File: config.mk
export PLATFORM = sky130hd
export DESIGN_NAME = aad_front
export DESIGN_NICKNAME = d
export VERILOG_FILES = /design/src/hdl/aad_pkg.sv /design/src/hdl/aad_front.sv
export SDC_FILE = /design/constraint.sdc
export NUM_CORES = 1
export LEC_CHECK = 0
export BUFFER_PORTS_ARGS = -buffer_cell sky130_fd_sc_hd__buf_4
export CAP_MARGIN = 40
export CORE_UTILIZATION = 28
export CTS_BUF_LIST = sky130_fd_sc_hd__clkbuf_16
export CTS_CLUSTER_DIAMETER = 80
export DETAILED_ROUTE_END_ITERATION = 7
export HOLD_SLACK_MARGIN = 0.02
export SYNTH_ARGS = -nofsm -noshare
export SYNTH_HDL_FRONTEND = slang
export SYNTH_SLANG_ARGS = --single-unit
File: constraint.sdc
create_clock -name clk -period 4.54 [get_ports clk]
set_clock_uncertainty 0.15 [all_clocks]
set_input_delay 0.227 -clock clk [delete_from_list [all_inputs] [get_ports clk]]
set_output_delay 0.227 -clock clk [all_outputs]
set_load 0.02 [all_outputs]
File: src/hdl/aad_pkg.sv
// Shared types and constants for the area-averaging downscaler.
// Used by every module of the block; depends on nothing.
package aad_pkg;

    // Configuration register widths and indexes.
    localparam int CFG_IDX_W  = 3;
    localparam int CFG_DATA_W = 13;
    localparam int SRC_W_W    = 13;
    localparam int SRC_H_W    = 13;
    localparam int DST_W_W    = 12;
    localparam int DST_H_W    = 13;

    localparam logic [CFG_IDX_W-1:0] CFG_SOURCE_WIDTH  = 3'd0;
    localparam logic [CFG_IDX_W-1:0] CFG_SOURCE_HEIGHT = 3'd1;
    localparam logic [CFG_IDX_W-1:0] CFG_TARGET_WIDTH  = 3'd2;
    localparam logic [CFG_IDX_W-1:0] CFG_TARGET_HEIGHT = 3'd3;

    localparam logic [SRC_W_W-1:0] RST_SOURCE_WIDTH  = 13'd640;
    localparam logic [SRC_H_W-1:0] RST_SOURCE_HEIGHT = 13'd480;
    localparam logic [DST_W_W-1:0] RST_TARGET_WIDTH  = 12'd320;
    localparam logic [DST_H_W-1:0] RST_TARGET_HEIGHT = 13'd240;

    // Pixel channel width and quotient bits of the average.
    localparam int CH_W      = 8;
    localparam int DIV_STEPS = 8;

    // Flags that travel with each queued word.
    typedef struct packed {
        logic emit;
        logic row_end;
        logic frame_end;
    } item_flags_t;

    localparam int FLAGS_W = 3;

    // Back-end sequencer states.
    typedef enum logic [2:0] {
        B_CLEAR,
        B_IDLE,
        B_WEIGHT,
        B_READ,
        B_WRITE,
        B_FETCH,
        B_LOAD,
        B_DIV
    } back_state_t;

    // Output stage states: empty, or holding a word.
    typedef enum logic {
        O_EMPTY,
        O_FULL
    } out_state_t;

endpackage

File: src/hdl/aad_front.sv
// Front end: accepts source pixels, tracks grid position and computes overlap widths.
// Depends on aad_pkg.
module aad_front #(
    parameter int DW = 13,
    parameter int TW = 12,
    parameter int GW = 27,
    parameter int EW = 76,
    parameter int MAX_TARGET_WIDTH = 2048
) (
    input  logic                       clk,
    input  logic                       rst_n,
    input  logic                       restart,
    input  logic                       take,
    input  logic [aad_pkg::CH_W-1:0]   blue,
    input  logic [aad_pkg::CH_W-1:0]   green,
    input  logic [aad_pkg::CH_W-1:0]   red,
    input  logic [DW-1:0]              src_w,
    input  logic [DW-1:0]              src_h,
    input  logic [TW-1:0]              dst_w,
    input  logic [DW-1:0]              dst_h,
    output logic [EW-1:0]              word
);
    import aad_pkg::*;

    logic [DW-1:0] pcol_reg, pcol_next, prow_reg, prow_next;
    logic [TW-1:0] ccol_reg, ccol_next;
    logic [DW-1:0] crow_reg, crow_next;
    logic [GW-1:0] xs_reg, xs_next, ys_reg, ys_next;
    logic [GW-1:0] cedge_reg, cedge_next, redge_reg, redge_next;
    logic          bank_reg, bank_next;

    logic [GW-1:0] xe, ye;
    logic          col_done, row_done;
    logic [TW-1:0] wx0, wx1;
    logic [DW-1:0] wy0, wy1;
    item_flags_t   flags;

    // Overlap of this source pixel with the current and next cell.
    always_comb
    begin
        xe       = xs_reg + GW'(dst_w);
        ye       = ys_reg + GW'(dst_h);
        col_done = (xe >= cedge_reg);
        row_done = (ye >= redge_reg);
        if (xe <= cedge_reg)
        begin
            wx0 = dst_w;
            wx1 = '0;
        end
        else
        begin
            wx0 = TW'(cedge_reg - xs_reg);
            wx1 = TW'(xe - cedge_reg);
        end
        if (ye <= redge_reg)
        begin
            wy0 = dst_h;
            wy1 = '0;
        end
        else
        begin
            wy0 = DW'(redge_reg - ys_reg);
            wy1 = DW'(ye - redge_reg);
        end
        flags.emit      = col_done && row_done
                          && ((TW + 1)'(ccol_reg) < (TW + 1)'(MAX_TARGET_WIDTH));
        flags.row_end   = ((TW + 1)'(ccol_reg) + 1'b1) >= (TW + 1)'(dst_w);
        flags.frame_end = flags.row_end
                          && (((DW + 1)'(crow_reg) + 1'b1) >= (DW + 1)'(dst_h));
    end

    assign word = {flags, blue, green, red, bank_reg, ccol_reg, wx0, wx1, wy0, wy1};

    // Position update per accepted pixel; restart returns to the frame start.
    always_comb
    begin
        pcol_next  = pcol_reg;
        prow_next  = prow_reg;
        ccol_next  = ccol_reg;
        crow_next  = crow_reg;
        xs_next    = xs_reg;
        ys_next    = ys_reg;
        cedge_next = cedge_reg;
        redge_next = redge_reg;
        bank_next  = bank_reg;
        if (restart)
        begin
            pcol_next  = '0;
            prow_next  = '0;
            ccol_next  = '0;
            crow_next  = '0;
            xs_next    = '0;
            ys_next    = '0;
            cedge_next = GW'(src_w);
            redge_next = GW'(src_h);
            bank_next  = 1'b0;
        end
        else if (take)
        begin
            if (col_done)
            begin
                ccol_next  = ccol_reg + 1'b1;
                cedge_next = cedge_reg + GW'(src_w);
            end
            pcol_next = pcol_reg + 1'b1;
            xs_next   = xe;
            if (((DW + 1)'(pcol_reg) + 1'b1) >= (DW + 1)'(src_w))
            begin
                pcol_next  = '0;
                ccol_next  = '0;
                cedge_next = GW'(src_w);
                xs_next    = '0;
                if (row_done)
                begin
                    crow_next  = crow_reg + 1'b1;
                    redge_next = redge_reg + GW'(src_h);
                    bank_next  = ~bank_reg;
                end
                prow_next = prow_reg + 1'b1;
                ys_next   = ye;
                if (((DW + 1)'(prow_reg) + 1'b1) >= (DW + 1)'(src_h))
                begin
                    prow_next  = '0;
                    crow_next  = '0;
                    redge_next = GW'(src_h);
                    ys_next    = '0;
                    bank_next  = 1'b0;
                end
            end
        end
    end

    always_ff @(posedge clk or negedge rst_n)
    begin
        if (!rst_n)
        begin
            pcol_reg  <= '0;
            prow_reg  <= '0;
            ccol_reg  <= '0;
            crow_reg  <= '0;
            xs_reg    <= '0;
            ys_reg    <= '0;
            cedge_reg <= '0;
            redge_reg <= '0;
            bank_reg  <= 1'b0;
        end
        else
        begin
            pcol_reg  <= pcol_next;
            prow_reg  <= prow_next;
            ccol_reg  <= ccol_next;
            crow_reg  <= crow_next;
            xs_reg    <= xs_next;
            ys_reg    <= ys_next;
            cedge_reg <= cedge_next;
            redge_reg <= redge_next;
            bank_reg  <= bank_next;
        end
    end

endmodule

==> impl_metrics.csv, run 1 <==
group,metric,value,unit
worst_setup_path,crit_family,"simple AND/OR/NAND/NOR gates",
timing,max_freq,195,MHz
cells_and_area,layout_commonest_cell,"buf_4",
floorplan,initial_core_util,0.283,
cells_and_area,layout.nets,2253,
cts,root_buffer,"clkbuf_16",
floorplan,num_rows,81,
cts,clock_sinks,147,
synthesis,syn_nets,1960,
timing,tns,-42.87,ns
cells_and_area,final_cell_mix,"buf_4, nand2_1, ha_1, dfrtp_1, inv_1",
timing,setup_viol,89,
power_and_ir_drop,p_per_area,773,nW/um^2
synthesis,synth_cells,1716,
power_and_ir_drop,leakage,8.75,nW
worst_setup_path,crit_type,"reg -> out",
route,postRouteAntennaNets,0,
worst_setup_path,critPathCaptureType,"primary output",
floorplan,fp.coreArea,48800,um^2
synthesis,syn-cell-area,13800,um^2
route,wl,45000,um
route,drt_pass1_iterations,7,
route,via_per_inst,5.19,
global_route,met1_usage,0.221,
run_status,status,"finished with violations",
timing,slew_headroom,0.374,
job,cap_viol_max_count,0,
floorplan,dieArea,50300,um^2
synthesis,ys.flop_type,"dfrtp_1",
synthesis,synth-async-reset-ratio,1.00,
floorplan,ios,155,
synthesis,ys_types,89,
placement,dp_hpwl,30600,um
synthesis,seq_area_frac_synth,0.266,
global_route,grt_util_met3,0.0263,
cells_and_area,area_delta_synth_final,41.7,%
floorplan,die-width,224,um
cells_and_area,layout.cells.non_filler,2685,
cells_and_area,diodes,0,
cts,clkTransAtPathRegs,0.07,ns
placement,gp_congestion,0.892,
global_route,grt_start_max_net_pins,148,
cts,htree_levels,4,
placement,io_buffers,117,
cts,numCtsBuffers,17,
route,routed-via-count,13900,
timing,drv_slew,0,
synthesis,synth-edff-count,0,
route,wire_per_inst,16.8,um
synthesis,synth_area_per_cell,8.06,um^2
cells_and_area,drive_gt1_frac,0.285,
global_route,grt_pass1_vias,13800,
cts,cts_tree,"built",
synthesis,ys_ff_latch,147,
route,drc,0,
timing,hold_viol,0,
cts,clkLatencyLatePin,0.47,ns
global_route,top_usage_layer,"met2",
placement,dp_cells,2542,
timing,max_slew.worst_pin.slew,0.939,ns
cts,clk_path_buf_depth,2,
route,initialDrtViolationCount,883,
worst_hold_path,hp-class,"in -> reg",
worst_setup_path,worst_setup_path_start_kind,"flip-flop",
worst_setup_path,critPathBufInv,7,
timing,grt_setup_unrepaired,"true",
worst_setup_path,crit_chain,"ha_2 > inv_2 > fa_2 > nand2b_4 > a21oi_4 > o22a_1 > a221oi_4 > o21bai_2 > buf_6 > buf_4 > nand2_4 > xnor2_2 > ha_1 > nand4_1 > buf_4 > nor3_2 > a2bb2oi_2 > nand2_2 > o21ai_4 > buf_12 > buf_16 > nor3b_4 > buf_6",
synthesis,yosys_warnings,0,
worst_setup_path,slowest_delay,0.35,ns
run_status,failed_checks,"negative setup slack",
floorplan,die_height,224,um
global_route,grt.overflow.total,0,
timing,finalWorstSetupSlack,-0.590,ns
power_and_ir_drop,power,15.2,mW
worst_setup_path,cp_slowest_cell,"dfrtp_1",
timing,min_period,5.13,ns
global_route,grt_pass1_wl,71000,um
global_route,antenna_found_initial,0,
timing,finalCritPeriodShare,1.13,
global_route,grt_usage,0.176,
power_and_ir_drop,max-vdd-ir-drop,0.741,mV
worst_setup_path,worstPathRequired,4.16,ns
worst_setup_path,path_max_fanout,5,
worst_setup_path,crit_arrival,4.75,ns
global_route,use_met2,0.305,
[cells by family (layout without fill, tap and decap cells)]
| logic type | after synthesis | in the layout | share of synthesized area |
|---|---|---|---|
| simple gates | 555 | 556 | 0.197 |
| compound gates | 500 | 500 | 0.228 |
| buf+inv | 201 | 505 | 0.0607 |
| fa+ha+maj | 165 | 165 | 0.154 |
| flops | 147 | 147 | 0.266 |
| xor+xnor | 140 | 140 | 0.0886 |
| mux | 8 | 8 | 0.00615 |
[worst register-to-register path, delay by kind of cell (launching register included)]
family,cells,cell delay [ns]
compound gates,7,1.37
buf+inv,11,1.25
xor+xnor,2,0.31
simple gates,6,0.68
fa+ha+maj,3,0.87
flops,1,0.35
[synthesized netlist by cell type, types with 25 or more instances]
master	number	area, um^2
nor3_1	35	175
a21oi_1	117	586
xnor2_1	95	832
nand3_1	68	340
inv_1	130	488
nor2b_1	25	156
nor2_1	109	409
o31ai_1	29	218
nand2_1	179	672
nand4_1	29	181
a21o_1	28	210
o21ai_0	164	821
xor2_1	45	394
clkbuf_1	35	131
dfrtp_1	147	3680
ha_1	157	1960
[repair_timing]
action | 4_1_cts | 5_1_grt
hold buffers | 25 | 0
gates cloned | 12 | 4
gates resized for setup | 291 | 140
pin swaps | 114 | 89
setup buffers | 47 | 29
setup endpoints to repair | 116 | 166
hold endpoints to repair | 171 | 0
[metal layers]
metal  wire length (um)  share of wire
met5                  0              0
met4               1100          0.024
met3               1690          0.038
met2              22200           0.49
met1              20100           0.45
[cell type report]
class	count	area [um^2]
clock buffer	17	425
clock inverter	14	116
multi-input combinational	1369	10700
timing repair buffer	344	3360
sequential	147	3680
inverter	130	490
tap	664	831
fill	4790	29200
[where the power goes]
group	internal (mW)	total, mW	switching (mW)	leakage [nW]
logic	5.62	11.9	6.31	6.54
registers	1.54	1.84	0.299	1.95
clock network	0.744	1.39	0.647	0.256
[final timing paths]
path,from,endpoint,slack [ns],cells after the start
setup / recovery,xs_reg[0]$_DFFE_PN0P_,word[34],-0.59,23
hold / removal,src_w[4],cedge_reg[4]$_DFFE_PN0P_,0.06,5
setup reg to reg,xs_reg[0]$_DFFE_PN0P_,cedge_reg[22]$_DFFE_PN0P_,-0.56,29
hold reg to reg,redge_reg[26]$_DFFE_PN0P_,redge_reg[26]$_DFFE_PN0P_,0.34,1
max in group asynchronous,rst_n,cedge_reg[23]$_DFFE_PN0P_,3.26,3
min in group asynchronous,rst_n,prow_reg[11]$_DFFE_PN0P_,0.28,3
[stage by stage]
stage               worst slack, ns  area, um^2  hold slack, ns   util
detailed placement           -0.232       16200           0.287  0.331
floorplan                    -0.145       13800          -0.219      -
global route                 -0.753       19600          0.0731  0.401
finish                       -0.590       19600          0.0580  0.401
CTS                          -0.552       18800          0.0205  0.384
global placement             -0.180       16200           0.288  0.331
(Power assumes the default switching activity.)
==> run 2: changes to the inputs <==
ABC_AREA = 1   (was not set)
==> impl_metrics.csv, run 2 <==
group,metric,value,unit
run_status,status,"finished, final reports clean",
worst_setup_path,r2r_slack,0.45,ns
cells_and_area,layout_commonest_cell,"nand2_1",
route,drc,0,
cells_and_area,layout.cells.non_filler,3257,
synthesis,ys.flop_type,"dfrtp_1",
power_and_ir_drop,max-vdd-ir-drop,1.08,mV
cts,clkTransAtPathRegs,0.06,ns
cts,cts_tree,"built",
worst_setup_path,worst_setup_path_start_kind,"flip-flop",
cells_and_area,layout.nets,2790,
synthesis,synth_top_area_cell,"dfrtp_1",
placement,dp_hpwl,36100,um
power_and_ir_drop,leakage,9.85,nW
synthesis,synth-edff-count,0,
worst_setup_path,worstPathRequired,4.16,ns
worst_hold_path,hp-class,"in -> reg",
route,drt_pass1_iterations,7,
timing,max_slew.worst_pin.slew,0.798,ns
cells_and_area,drive_gt1_frac,0.120,
cells_and_area,final_cell_mix,"nand2_1, inv_1, nor2_1, nand3_1, ha_1",
global_route,grt_start_max_net_pins,81,
timing,setup_viol,0,
cells_and_area,num-fill-cells,5872,
route,postRouteAntennaNets,0,
power_and_ir_drop,power,16.0,mW
synthesis,yosys_warnings,0,
cts,clk_path_buf_depth,2,
synthesis,syn-cell-area,15500,um^2
worst_setup_path,crit_type,"reg -> out",
synthesis,synth_most_common_cell,"nand2_1",
synthesis,netlist.area_leader.share,0.237,
synthesis,synth_area_per_cell,6.44,um^2
cts,htree_levels,4,
cts,numCtsBuffers,17,
worst_setup_path,critPathCaptureType,"primary output",
route,wire_per_inst,14.7,um
floorplan,fp.coreArea,54200,um^2
synthesis,ys_ff_latch,147,
floorplan,num_rows,85,
cts,root_buffer,"clkbuf_16",
synthesis,syn_nets,2651,
cts,clock_sinks,147,
cells_and_area,area_delta_synth_final,20.5,%
route,initialDrtViolationCount,1065,
job,cap_viol_max_count,0,
synthesis,yosys-top-cells-count,"nand2_1, inv_1, nor2_1, nand3_1, ha_1",
route,wl,47800,um
route,routed-via-count,15600,
timing,grt_setup_unrepaired,"true",
floorplan,initial_core_util,0.286,
global_route,grt_pass1_wl,76100,um
placement,dp_cells,3180,
cells_and_area,regArea,3680,um^2
placement,io_buffers,117,
cells_and_area,multiInputGateArea,10600,um^2
worst_setup_path,path_max_fanout,8,
global_route,grt.overflow.total,0,
cts,clkLatencyLatePin,0.46,ns
power_and_ir_drop,p_per_area,857,nW/um^2
timing,min_period,4.44,ns
timing,drv_slew,0,
timing,slew_headroom,0.467,
floorplan,dieArea,56300,um^2
worst_setup_path,crit_arrival,4.07,ns
synthesis,ys_types,51,
synthesis,synth_cells,2407,
floorplan,ios,155,
placement,gp_congestion,0.914,
timing,finalCritPeriodShare,0.979,
floorplan,die_height,237,um
synthesis,synth-async-reset-ratio,1.00,
route,via_per_inst,4.78,
global_route,grt_usage,0.168,
timing,max_freq,225,MHz
synthesis,synth_top_cells_by_area,"dfrtp_1, nand2_1, ha_1, inv_1, nand3_1",
floorplan,die-width,237,um
timing,hold_viol,0,
global_route,grt_pass1_vias,14500,
synthesis,seq_area_frac_synth,0.237,
global_route,antenna_found_initial,1,
==> run 2: through the flow <==
step	worst slack, ns	utilization	TNS (ns)	instance area, um^2	hold slack (ns)
after floorplan	0.523	-	0	15500	-0.219
after global placement	0.273	0.316	0	17100	0.140
after detailed placement	0.241	0.316	0	17100	0.152
after CTS	0.00411	0.331	0	18000	0.0234
after global routing	-0.0970	0.344	-0.606	18700	0.0607
final	0.0957	0.344	0	18700	0.0505
==> run 2: worst max-delay path, cell delays in order, from the launching register on <==
cell and delay (ns):
dfrtp_1 0.35, ha_2 0.20, inv_2 0.04, fa_2 0.42, inv_2 0.07, nand2_2 0.06, o21ai_2 0.17, buf_6 0.13
a21o_4 0.13, xnor2_1 0.15, inv_1 0.09, ha_2 0.41, nand3_1 0.10, nor3_1 0.40, nand3_2 0.17, nand2_4 0.18
buf_6 0.13, buf_12 0.14, nand2_2 0.05, o21ai_1 0.06, buf_4 0.15
==> run 2: layout make-up <==
cell class / count / share of cell area
multi-input cells: 1860 / 0.569
flip-flops and latches: 147 / 0.197
repair buffers: 183 / 0.0876
inverters: 337 / 0.0681
well taps: 696 / 0.0466
clock buffers: 17 / 0.0228
clock inverters: 15 / 0.00884
diodes: 2 / 0.000268
==> run 2: path summary, 6_finish.rpt <==
path / depth (start not counted) / startpoint / to
setup / recovery: 20 / xs_reg[0]$_DFFE_PN0P_ / word[42]
hold / removal: 5 / src_w[9] / cedge_reg[9]$_DFFE_PN0P_
setup reg to reg: 21 / xs_reg[0]$_DFFE_PN0P_ / ccol_reg[0]$_DFFE_PN0P_
hold reg to reg: 2 / bank_reg$_DFFE_PN0P_ / bank_reg$_DFFE_PN0P_
max in group asynchronous: 3 / rst_n / prow_reg[10]$_DFFE_PN0P_
min in group asynchronous: 2 / rst_n / xs_reg[0]$_DFFE_PN0P_
==> run 2: cell families (layout without fill, tap and decap cells) <==
kind of cell / after synthesis / in the layout / share of synthesized area
simple gates: 1263 / 1263 / 0.340
buf+inv: 400 / 552 / 0.105
compound gates: 305 / 305 / 0.109
fa+ha+maj: 165 / 165 / 0.137
flops: 147 / 147 / 0.237
xor+xnor: 126 / 126 / 0.0712
mux: 1 / 1 / 0.000645
other cells: 0 / 2 / 0
==> run 2: repair_timing <==
action	CTS	global route
gates resized for setup	11	129
pin swaps	2	23
endpoints found under the setup margin	38	74
cloned	0	7
hold endpoints to repair	87	0
buffers inserted	1	14
hold buffers	21	0
==> run 2: layer usage <==
layer / track usage / vias to the layer above / routed length, um
li1: - / 8014 / -
met1: 0.236 / 7156 / 23400
met2: 0.269 / 376 / 21500
met3: 0.0259 / 36 / 2140
met4: 0.0389 / 0 / 694
met5: 0 / - / 0
==> run 2: where the power goes <==
| part | leakage (nW) | internal (mW) | total (mW) | switching (mW) |
|---|---|---|---|---|
| clock network | 0.286 | 0.859 | 1.50 | 0.646 |
| logic | 7.59 | 5.10 | 12.6 | 7.51 |
| registers | 1.97 | 1.57 | 1.89 | 0.321 |
