<file path="src/hdl/aad_pkg.sv">
// Shared types and constants for the area-averaging downscaler.
// Used by every module of the block; depends on nothing.
package aad_pkg;

    // Configuration register widths and indexes.
    localparam int CFG_IDX_W  = 3;
    localparam int CFG_DATA_W = 13;
    localparam int SRC_W_W    = 13;
    localparam int SRC_H_W    = 13;
    localparam int DST_W_W    = 12;
    localparam int DST_H_W    = 13;

    localparam logic [CFG_IDX_W-1:0] CFG_SOURCE_WIDTH  = 3'd0;
    localparam logic [CFG_IDX_W-1:0] CFG_SOURCE_HEIGHT = 3'd1;
    localparam logic [CFG_IDX_W-1:0] CFG_TARGET_WIDTH  = 3'd2;
    localparam logic [CFG_IDX_W-1:0] CFG_TARGET_HEIGHT = 3'd3;

    localparam logic [SRC_W_W-1:0] RST_SOURCE_WIDTH  = 13'd640;
    localparam logic [SRC_H_W-1:0] RST_SOURCE_HEIGHT = 13'd480;
    localparam logic [DST_W_W-1:0] RST_TARGET_WIDTH  = 12'd320;
    localparam logic [DST_H_W-1:0] RST_TARGET_HEIGHT = 13'd240;

    // Pixel channel width and quotient bits of the average.
    localparam int CH_W      = 8;
    localparam int DIV_STEPS = 8;

    // Flags that travel with each queued word.
    typedef struct packed {
        logic emit;
        logic row_end;
        logic frame_end;
    } item_flags_t;

    localparam int FLAGS_W = 3;

    // Back-end sequencer states.
    typedef enum logic [2:0] {
        B_CLEAR,
        B_IDLE,
        B_WEIGHT,
        B_READ,
        B_WRITE,
        B_FETCH,
        B_LOAD,
        B_DIV
    } back_state_t;

    // Output stage states: empty, or holding a word.
    typedef enum logic {
        O_EMPTY,
        O_FULL
    } out_state_t;

endpackage

</file>
<file path="src/hdl/aad_fifo.sv">
// Two-entry queue between the front end and the accumulator sequencer.
// Depends on aad_pkg only by convention; carries an opaque word.
module aad_fifo #(
    parameter int EW = 76
) (
    input  logic          clk,
    input  logic          rst_n,
    input  logic          flush,
    input  logic          push,
    input  logic [EW-1:0] push_word,
    output logic          full,
    input  logic          pop,
    output logic          not_empty,
    output logic [EW-1:0] pop_word
);
    import aad_pkg::*;

    logic [EW-1:0] store_reg [2];
    logic          wr_ptr_reg, wr_ptr_next, rd_ptr_reg, rd_ptr_next;
    logic [1:0]    count_reg, count_next;
    logic          do_push, do_pop;

    assign full      = (count_reg == 2'd2);
    assign not_empty = (count_reg != 2'd0);
    assign pop_word  = store_reg[rd_ptr_reg];
    assign do_push   = push && !full;
    assign do_pop    = pop && not_empty;

    // Pointer and fill count update.
    always_comb
    begin
        wr_ptr_next = wr_ptr_reg ^ do_push;
        rd_ptr_next = rd_ptr_reg ^ do_pop;
        count_next  = count_reg + {1'b0, do_push} - {1'b0, do_pop};
        if (flush)
        begin
            wr_ptr_next = 1'b0;
            rd_ptr_next = 1'b0;
            count_next  = '0;
        end
    end

    always_ff @(posedge clk or negedge rst_n)
    begin
        if (!rst_n)
        begin
            wr_ptr_reg <= 1'b0;
            rd_ptr_reg <= 1'b0;
            count_reg  <= '0;
        end
        else
        begin
            wr_ptr_reg <= wr_ptr_next;
            rd_ptr_reg <= rd_ptr_next;
            count_reg  <= count_next;
        end
    end

    // Word storage.
    always_ff @(posedge clk)
    begin
        if (do_push)
        begin
            store_reg[wr_ptr_reg] <= push_word;
        end
    end

endmodule

</file>
<file path="config.mk">
export PLATFORM = sky130hd
export DESIGN_NAME = aad_fifo
export DESIGN_NICKNAME = d
export VERILOG_FILES = /design/src/hdl/aad_pkg.sv /design/src/hdl/aad_fifo.sv
export SDC_FILE = /design/constraint.sdc
export NUM_CORES = 1
export LEC_CHECK = 0
export ABC_CLOCK_PERIOD_IN_PS = 3100
export BUFFER_PORTS_ARGS = -buffer_cell sky130_fd_sc_hd__buf_2
export CORE_MARGIN = 5
export CORE_UTILIZATION = 47
export CTS_CLUSTER_DIAMETER = 60
export DETAILED_ROUTE_END_ITERATION = 8
export PLACE_DENSITY = 0.76
export RECOVER_POWER = 50
export SKIP_LAST_GASP = 1
export SYNTH_ARGS = -nofsm -noshare
export SYNTH_HDL_FRONTEND = slang
export SYNTH_SLANG_ARGS = --single-unit
</file>
<file path="constraint.sdc">
create_clock -name clk -period 3.1 [get_ports clk]
set_clock_uncertainty 0.05 [all_clocks]
set_input_delay 0.31 -clock clk [delete_from_list [all_inputs] [get_ports clk]]
set_output_delay 0.31 -clock clk [all_outputs]
set_load 0.02 [all_outputs]
</file>
==> flow_summary_export.csv, run 1 <==
group,metric,value,unit
timing,period_minus_slack,2.43,ns
yosys,yosys.cell_types.count,17,
worst_setup_path,r2r_slack,0.68,ns
floorplan,io_pins,159,
worst_setup_path,cp_data_required_time,2.74,ns
yosys,synth_fp_nets,345,
route,dr_total_vias,2920,
worst_setup_path,r2r-start,"count_reg[0]",
floorplan,core_area,0.0121,mm^2
timing,tightestPinTransition,1.08,ns
global_routing,grt_usage,14.6,%
power_and_ir_drop,power.density,865,mW/mm^2
power_and_ir_drop,p_leak,2.69,nW
timing,rsz0062_at_grt,"no",
clock_tree,numCtsBuffers,17,
finish,stdcell_count,614,
run_status,status,"complete, no violations",
clock_tree,htreeDepth,4,
place,dp_slack,1.05,ns
route,initialDrtViolationCount,131,
yosys,synth.avg_cell_area,22.4,um^2
worst_setup_path,worstSetupStartpointType,"register",
worst_hold_path,hold_path_class,"in2reg",
route,drt-total-wl,10.4,mm
floorplan,row_count,40,
yosys,yosysWarnings,0,
global_routing,grt_pass1_wl,16.1,mm
clock_tree,insertion_delay,0.41,ns
timing,final-hold-violation-count,0,
yosys,yosysSeqAreaShare,80.0,%
place,gp_congestion,0.701,
yosys,synth_area,0.00583,mm^2
finish,final-seq-area,0.00467,mm^2
route,drc,0,
finish,nFillCells,890,
floorplan,die_area,0.0147,mm^2
clock_tree,cts_buffer_depth,2,
place,place_inst,581,
power_and_ir_drop,ir_drop,460,uV
global_routing,grt_max_degree,45,
global_routing,antenna_found_initial,0,
clock_tree,clk_pin_slew_worst_paths,0.06,ns
clock_tree,cts_tree,"built",
clock_tree,root_buffer,"clkbuf_16",
timing,slew_violations,0,
timing,finalSetupViolCount,0,
yosys,synth_cells,260,
worst_setup_path,crit_type,"reg2out",
worst_hold_path,min-delay-start,"push_word[50]",
finish,drive_gt1_share,49.6,%
finish,layout.nets,518,
worst_hold_path,holdPathStages,1,
place,hpwlAfterDp,6.99,mm
run,maxCapViolCount,0,
global_routing,gr-total-overflow,0,
timing,fin_crit_sh,78.5,%
worst_setup_path,reg2regPathDepth,4,
route,drtAntennaViolNets,0,
timing,fin_ws,0.666,ns
finish,area_growth,26.3,%
worst_setup_path,crit_fanout,44,
finish,multiInputGateArea,0.00108,mm^2
timing,relSlewSlack,27.9,%
floorplan,die_w,121,um
route,drt-wirelength-per-cell,17.0,um
yosys,ys_ff_latch,156,
power_and_ir_drop,p_total,6.37,mW
timing,max_freq,411,MHz
clock_tree,cts_setup_buffers,0,
timing,fin_tns_setup,0,ns
place,io_buffers,158,
floorplan,die_y,121,um
route,vias_per_cell,4.76,
floorplan,start_util,48.3,%
worst_setup_path,end_kind,"output port",
finish,insertedDiodeCount,0,
worst_setup_path,cp.arrival,2.07,ns
worst_hold_path,hold-path-endpoint,"store_reg[0][50]",
finish,largest_register_ffs,152,
clock_tree,clock_sinks,156,
global_routing,grt_pass1_vias,3152,
route,first_pass_iters,4,
worst_setup_path,r2r-end,"store_reg[1][67]",
==> logic make-up after synthesis <==
| family | Yosys count | synth area share [%] |
|---|---|---|
| compound gates | 1 | 0.129 |
| xor+xnor | 1 | 0.386 |
| fa+ha+maj | 4 | 0.859 |
| buf+inv | 12 | 1.70 |
| flops | 156 | 80.0 |
| mux | 77 | 16.1 |
| simple gates | 9 | 0.794 |
==> metal layers <==
metal,GRT usage (%),vias to the layer above,wire (um)
met3,6.01,11,831
met4,6.09,0,135
met5,0,-,0
met1,16.8,1435,4310
met2,24.0,104,5150
li1,-,1370,-
==> worst max-delay path, cell delays in order, from the launching register on <==
cell and delay [ns]:
dfrtp_4 0.73, buf_12 0.35, mux2_2 0.40, buf_2 0.17
==> Yosys cell counts, drive strengths merged <==
master | instances | area [um^2]
buf | 9 | 87.6
nor2 | 3 | 11.3
o21a | 1 | 7.51
nand2 | 1 | 3.75
dfrtp | 4 | 100
nand2b | 1 | 6.26
inv | 3 | 11.3
nor2b | 2 | 12.5
and2 | 1 | 6.26
or2 | 1 | 6.26
ha | 4 | 50.1
xnor3 | 1 | 22.5
mux2 | 77 | 938
edfxtp | 152 | 4560
==> area by class of cell <==
type | count | area share, %
sequential | 156 | 63.4
multi-input combinational | 92 | 14.7
timing repair buffer | 163 | 11.0
clock buffer | 18 | 5.83
tap | 168 | 2.86
clock inverter | 14 | 2.07
inverter | 3 | 0.153
==> report_power, final <==
part / switching (mW) / internal [mW]
combinational: 0.899 / 0.665
clock: 0.758 / 1.25
sequential: 0.121 / 2.68
total: 1.78 / 4.59
==> worst max path at each step <==
| stage | cells after the start | endpoint | from | slack (ns) |
|---|---|---|---|---|
| 2_1_floorplan | 3 | store_reg[1][0] | count_reg[0] | 0.15 |
| 6_report | 3 | pop_word[8] | rd_ptr_reg | 0.67 |
| 3_3_place_gp | 3 | pop_word[8] | rd_ptr_reg | 1.07 |
| 5_1_grt | 4 | store_reg[1][67] | count_reg[0] | 0.52 |
| 4_1_cts | 3 | pop_word[8] | rd_ptr_reg | 0.61 |
| 3_5_place_dp | 4 | store_reg[1][11] | count_reg[0] | 1.05 |
==> through the flow <==
step           hold WS, ns  area [um^2]  util, %
6_report            0.0305         7360     61.0
5_1_grt            0.00639         7360     61.0
4_1_cts             0.0102         7430     61.6
3_5_place_dp        0.0758         6840     56.7
3_3_place_gp        0.0703         6840     56.7
2_1_floorplan      -0.0356         5830        -
==> cell usage in the layout, fill, tap and decap left out, types with 2 or more instances in the layout <==
cell	Yosys	layout
clkinv_1	0	4
buf_2	5	109
dfrtp_1	4	3
clkbuf_16	0	17
nor2b_1	2	2
bufinv_16	0	3
mux2_4	19	19
mux2_2	58	58
ha_1	4	2
inv_1	3	3
clkinvlp_4	0	5
clkbuf_1	0	50
nor2_1	3	3
buf_12	2	3
clkinv_2	0	2
edfxtp_1	152	152
==> repair_timing <==
action | 4_1_cts | 5_1_grt
hold buffers | 1 | 0
gates resized for setup | 0 | 0
setup endpoints to repair | 0 | 0
hold endpoints to repair | 4 | 0
Note: power is estimated with default switching activity, not from simulation.
==> inputs of run 2 (changes only) <==
--- a/config.mk
+++ b/config.mk
@@ -5,13 +5,13 @@
 export SDC_FILE = /design/constraint.sdc
 export NUM_CORES = 1
 export LEC_CHECK = 0
-export ABC_CLOCK_PERIOD_IN_PS = 3100
+export ABC_CLOCK_PERIOD_IN_PS = 2300
 export BUFFER_PORTS_ARGS = -buffer_cell sky130_fd_sc_hd__buf_2
 export CORE_MARGIN = 5
-export CORE_UTILIZATION = 47
+export CORE_UTILIZATION = 50
 export CTS_CLUSTER_DIAMETER = 60
 export DETAILED_ROUTE_END_ITERATION = 8
-export PLACE_DENSITY = 0.76
+export PLACE_DENSITY = 0.77
 export RECOVER_POWER = 50
 export SKIP_LAST_GASP = 1
 export SYNTH_ARGS = -nofsm -noshare
==> constraint.sdc (replaced) <==
create_clock -name clk -period 2.3 [get_ports clk]
set_clock_uncertainty 0.05 [all_clocks]
set_input_delay 0.23 -clock clk [delete_from_list [all_inputs] [get_ports clk]]
set_output_delay 0.23 -clock clk [all_outputs]
set_load 0.02 [all_outputs]
==> run 2 against run 1 <==
Against the previous run: non-clock buffer count increased by 79; largest power group unchanged; critical path type unchanged; via count increased by 13%; cell area increased by 11%; sequential share of layout area decreased by 6.3 points; worst setup slack got worse by 0.34 ns.
==> flow_summary_export.csv, run 2 (synthesis results as in run 1) <==
group,metric,value,unit
timing,slew_violations,0,
timing,period_minus_slack,1.97,ns
worst_setup_path,cp_data_required_time,2.02,ns
worst_setup_path,r2r_slack,0.43,ns
power_and_ir_drop,power.density,1080,mW/mm^2
timing,finalSetupViolCount,0,
floorplan,row_count,39,
clock_tree,clk_pin_slew_worst_paths,0.06,ns
route,drtAntennaViolNets,0,
finish,nFillCells,739,
floorplan,die_w,118,um
route,initialDrtViolationCount,154,
floorplan,die_y,118,um
finish,stdcell_area,0.00816,mm^2
global_routing,grt_pass1_vias,3699,
global_routing,gr-usage-met3,5.38,%
global_routing,gr-max-usage-layer,"met2",
worst_hold_path,hold_path_class,"in2async",
route,dr_total_vias,3292,
timing,fin_crit_sh,85.8,%
global_routing,antenna_found_initial,0,
route,drt-wirelength-per-cell,17.4,um
power_and_ir_drop,p_total,8.84,mW
place,place_inst,558,
floorplan,core_area,0.0114,mm^2
power_and_ir_drop,ir_drop,573,uV
timing,rsz0062_at_grt,"no",
place,io_buffers,158,
clock_tree,htreeDepth,4,
finish,drive_gt1_share,40.8,%
global_routing,gr-total-overflow,0,
floorplan,start_util,51.0,%
route,first_pass_iters,4,
global_routing,grt_usage,17.4,%
run,maxCapViolCount,0,
floorplan,io_pins,159,
clock_tree,numCtsBuffers,17,
worst_setup_path,crit_type,"reg2out",
finish,area_growth,40.1,%
finish,stdcell_count,668,
finish,final_common_cell,"edfxtp_1",
worst_setup_path,crit_fanout,49,
finish,layout.nets,597,
clock_tree,cts_tree,"built",
route,drt-total-wl,11.6,mm
global_routing,grt_max_degree,50,
global_routing,grt_pass1_wl,18.9,mm
clock_tree,insertion_delay,0.40,ns
clock_tree,clock_sinks,156,
finish,insertedDiodeCount,0,
place,hpwlAfterDp,7.31,mm
global_routing,met2_usage,30.7,%
worst_setup_path,crit_start,"rd_ptr_reg",
run_status,status,"complete, no violations",
global_routing,use_met1,19.5,%
timing,relSlewSlack,77.1,%
worst_setup_path,cp.arrival,1.69,ns
finish,largest_register_ffs,152,
route,vias_per_cell,4.93,
place,gp_congestion,0.708,
timing,max_freq,507,MHz
power_and_ir_drop,p_leak,3.02,nW
timing,final-hold-violation-count,0,
clock_tree,cts_buffer_depth,2,
worst_setup_path,worstSetupStartpointType,"register",
clock_tree,cts_setup_buffers,0,
route,drc,0,
place,placed_area,0.00686,mm^2
floorplan,die_area,0.0139,mm^2
finish,final_cell_mix,"edfxtp_1, buf_2, dlygate4sd3_1, clkbuf_1, mux2_2",
timing,tightestPinTransition,0.343,ns
worst_setup_path,r2r-start,"count_reg[1]",
worst_setup_path,end_kind,"output port",
clock_tree,root_buffer,"clkbuf_16",
[run 2: cell types whose count changed in the layout (fill, tap and decap cells not counted), moves of 3 or more]
cell / previous run / this run
buf_2: 109 / 95
clkbuf_1: 50 / 61
dlygate4sd3_1: 1 / 78
buf_12: 3 / 6
clkinv_1: 4 / 1
clkinv_4: 0 / 5
clkinvlp_4: 5 / 2
[run 2: power by group]
part / leakage (nW) / switching (mW) / internal [mW] / total [mW]
logic: 1.26 / 1.31 / 1.03 / 2.34
clock network: 0.288 / 1.08 / 1.71 / 2.79
registers: 1.47 / 0.108 / 3.61 / 3.71
[run 2: timing repair]
action                    in CTS  in global routing
hold buffers                  78                  0
gates resized for setup        0                  0
hold endpoints to repair     159                  0
[run 2: final timing paths]
check,endpoint,depth (start not counted)
max reg2reg,store_reg[0][37],4
max in group asynchronous,rd_ptr_reg,2
max,pop_word[30],3
min,rd_ptr_reg,2
min in group clk,rd_ptr_reg,3
min reg2reg,count_reg[0],2
[run 2: worst max-delay path: stages (launching register included)]
cell and delay (ns):
dfrtp_4 0.44, buf_12 0.26, mux2_2 0.39, buf_2 0.16
[run 2: area by class of cell]
cell class / count / area (um^2) / area share (%)
clock buffer: 18 / 429 / 5.26
timing repair buffer: 242 / 1620 / 19.8
clock inverter: 14 / 171 / 2.10
inverter: 3 / 11.3 / 0.138
sequential: 156 / 4670 / 57.2
multi-input combinational: 92 / 1090 / 13.3
tap: 143 / 179 / 2.19
[run 2: per-layer routing]
layer	vias to the layer above	wire, um
met5	-	0
met4	0	223
met3	23	788
met2	138	6180
met1	1604	4420
li1	1527	-
[run 2: through the flow]
| stage | hold WS, ns | setup slack [ns] | utilization, % | TNS [ns] |
|---|---|---|---|---|
| floorplan | -0.116 | -0.654 | - | -99.37 |
| global placement | -0.00718 | 0.523 | 60.1 | 0 |
| detailed placement | -0.00515 | 0.475 | 60.1 | 0 |
| CTS | 0.121 | 0.304 | 72.2 | 0 |
| global route | 0.186 | 0.253 | 71.5 | 0 |
| finish | 0.185 | 0.326 | 71.5 | 0 |
==> inputs of run 3 (changes only) <==
--- a/config.mk
+++ b/config.mk
@@ -13,6 +13,7 @@
 export DETAILED_ROUTE_END_ITERATION = 8
 export PLACE_DENSITY = 0.77
 export RECOVER_POWER = 50
+export REMOVE_ABC_BUFFERS = 1
 export SKIP_LAST_GASP = 1
 export SYNTH_ARGS = -nofsm -noshare
 export SYNTH_HDL_FRONTEND = slang
==> constraint.sdc (replaced) <==
create_clock -name clk -period 2.3 [get_ports clk]
set_clock_uncertainty 0.05 [all_clocks]
set_input_delay 0.345 -clock clk [delete_from_list [all_inputs] [get_ports clk]]
set_output_delay 0.345 -clock clk [all_outputs]
set_load 0.02 [all_outputs]
==> run 3 against run 2 <==
Against the previous run: combinational power down 6%; sequential cell count unchanged; sequential share of layout area rose by 6.1 points; clock power barely moved; fmax is 5.4% lower; non-clock buffer count decreased by 77; sequential power barely moved; die area stayed put; total power shrank 1.8%; utilization shrank 6.8 points; largest cell class unchanged; highest routed layer unchanged.
==> flow_summary_export.csv, run 3 (synthesis results as in run 1) <==
group,metric,value,unit
run_status,status,"complete, no violations",
worst_setup_path,worstSetupStartpointType,"register",
power_and_ir_drop,p_int,6.31,mW
power_and_ir_drop,power_frac_seq,42.8,%
timing,hold-worst-slack,0.0742,ns
finish,stdcell_area,0.00738,mm^2
power_and_ir_drop,swShare,27.3,%
power_and_ir_drop,power_switching,2.37,mW
route,dr_total_vias,2947,
timing,rsz0062_at_grt,"no",
route,drt-total-wl,10.3,mm
finish,largest_register_ffs,152,
route,drt-wirelength-per-cell,17.4,um
clock_tree,clock_sinks,156,
floorplan,core_area,0.0114,mm^2
route,first_pass_iters,5,
worst_setup_path,end_kind,"register",
finish,final_common_cell,"edfxtp_1",
finish,drive_gt1_share,50.4,%
power_and_ir_drop,combPwrFrac,25.2,%
finish,area_growth,26.7,%
clock_tree,clk_pin_slew_worst_paths,0.06,ns
clock_tree,htreeDepth,4,
place,io_buffers,158,
route,drtAntennaViolNets,0,
route,initialDrtViolationCount,121,
timing,fin_ws,0.212,ns
finish,nFillCells,831,
clock_tree,cts_setup_buffers,0,
timing,fin_tns_setup,0,ns
clock_tree,insertion_delay,0.41,ns
floorplan,die_w,118,um
clock_tree,root_buffer,"clkbuf_16",
global_routing,grt_pass1_vias,3209,
clock_tree,cts_buffer_depth,2,
run,maxCapViolCount,0,
route,vias_per_cell,4.99,
finish,multiInputGateArea,0.00109,mm^2
worst_setup_path,cp.arrival,2.07,ns
worst_setup_path,crit_fanout,31,
place,dp_slack,0.396,ns
timing,period_minus_slack,2.09,ns
floorplan,start_util,51.0,%
clock_tree,numCtsBuffers,17,
worst_setup_path,cp_data_required_time,2.28,ns
power_and_ir_drop,clkPwrFrac,32.0,%
global_routing,gr-total-overflow,0,
floorplan,row_count,39,
timing,max_freq,479,MHz
finish,final-seq-area,0.00467,mm^2
floorplan,die_area,0.0139,mm^2
finish,fin_util,64.7,%
timing,final-hold-violation-count,0,
timing,slew_violations,0,
power_and_ir_drop,p_leak,2.74,nW
global_routing,grt_usage,15.0,%
place,placed_area,0.00685,mm^2
power_and_ir_drop,ir_drop,616,uV
worst_setup_path,crit_type,"reg2reg",
finish,final_cell_mix,"edfxtp_1, buf_2, mux2_2, clkbuf_1, mux2_4",
finish,layout.nets,520,
power_and_ir_drop,power.density,1180,mW/mm^2
route,drc,0,
place,hpwlAfterDp,6.92,mm
worst_hold_path,hold_path_class,"in2reg",
timing,tightestPinTransition,0.736,ns
global_routing,antenna_found_initial,0,
place,gp_congestion,0.717,
global_routing,grt_pass1_wl,16.3,mm
timing,fin_crit_sh,90.8,%
timing,finalSetupViolCount,0,
clock_tree,cts_tree,"built",
global_routing,grt_max_degree,46,
floorplan,die_y,118,um
finish,insertedDiodeCount,0,
floorplan,io_pins,159,
timing,relSlewSlack,51.0,%
[run 3: worst max-delay path, stage by stage (launching register included)]
cell and delay (ns):
dfrtp_1 0.39, nand2b_1 0.18, and2_0 0.29, ha_4 0.19
buf_2 0.59
[run 3: power by group through the flow]
stage	registers [mW]	logic, mW	clock network (mW)
finish	3.71	2.19	2.78
global route	3.75	2.34	2.99
CTS	3.72	2.26	2.84
detailed placement	3.77	2.25	0
global placement	3.74	2.23	0
floorplan	3.87	1.40	0
[run 3: per-stage QoR]
stage	std cells	total power, mW
after floorplan	251	5.27
after global placement	558	5.97
after detailed placement	558	6.03
after CTS	591	8.82
after global routing	591	9.08
final	591	8.68
[run 3: path summary, 6_finish.rpt]
check | from | end | slack (ns) | cells past startpoint
max | count_reg[0] | store_reg[0][67] | 0.21 | 4
min | push_word[44] | store_reg[1][44] | 0.07 | 1
max reg2reg | count_reg[0] | store_reg[0][67] | 0.21 | 4
min reg2reg | count_reg[0] | count_reg[0] | 0.63 | 2
max in group asynchronous | rst_n | rd_ptr_reg | 1.73 | 2
min in group asynchronous | rst_n | count_reg[0] | 0.25 | 2
[run 3: routing by layer]
metal,vias up,global-route usage [%],wire length [um]
li1,1374,-,-
met1,1451,17.8,4140
met2,107,24.5,5220
met3,15,6.05,811
met4,0,5.81,138
met5,-,0,0
[run 3: cell type report]
type | count | share of cell area, %
clock buffer | 24 | 6.53
clock inverter | 8 | 1.59
inverter | 3 | 0.153
multi-input combinational | 92 | 14.8
sequential | 156 | 63.2
tap | 143 | 2.42
timing repair buffer | 165 | 11.3
[run 3: timing repair]
item / 4_1_cts / 5_1_grt
resized for setup: 0 / 0
endpoints found under the hold margin: 4 / 0
hold buffers: 1 / 0
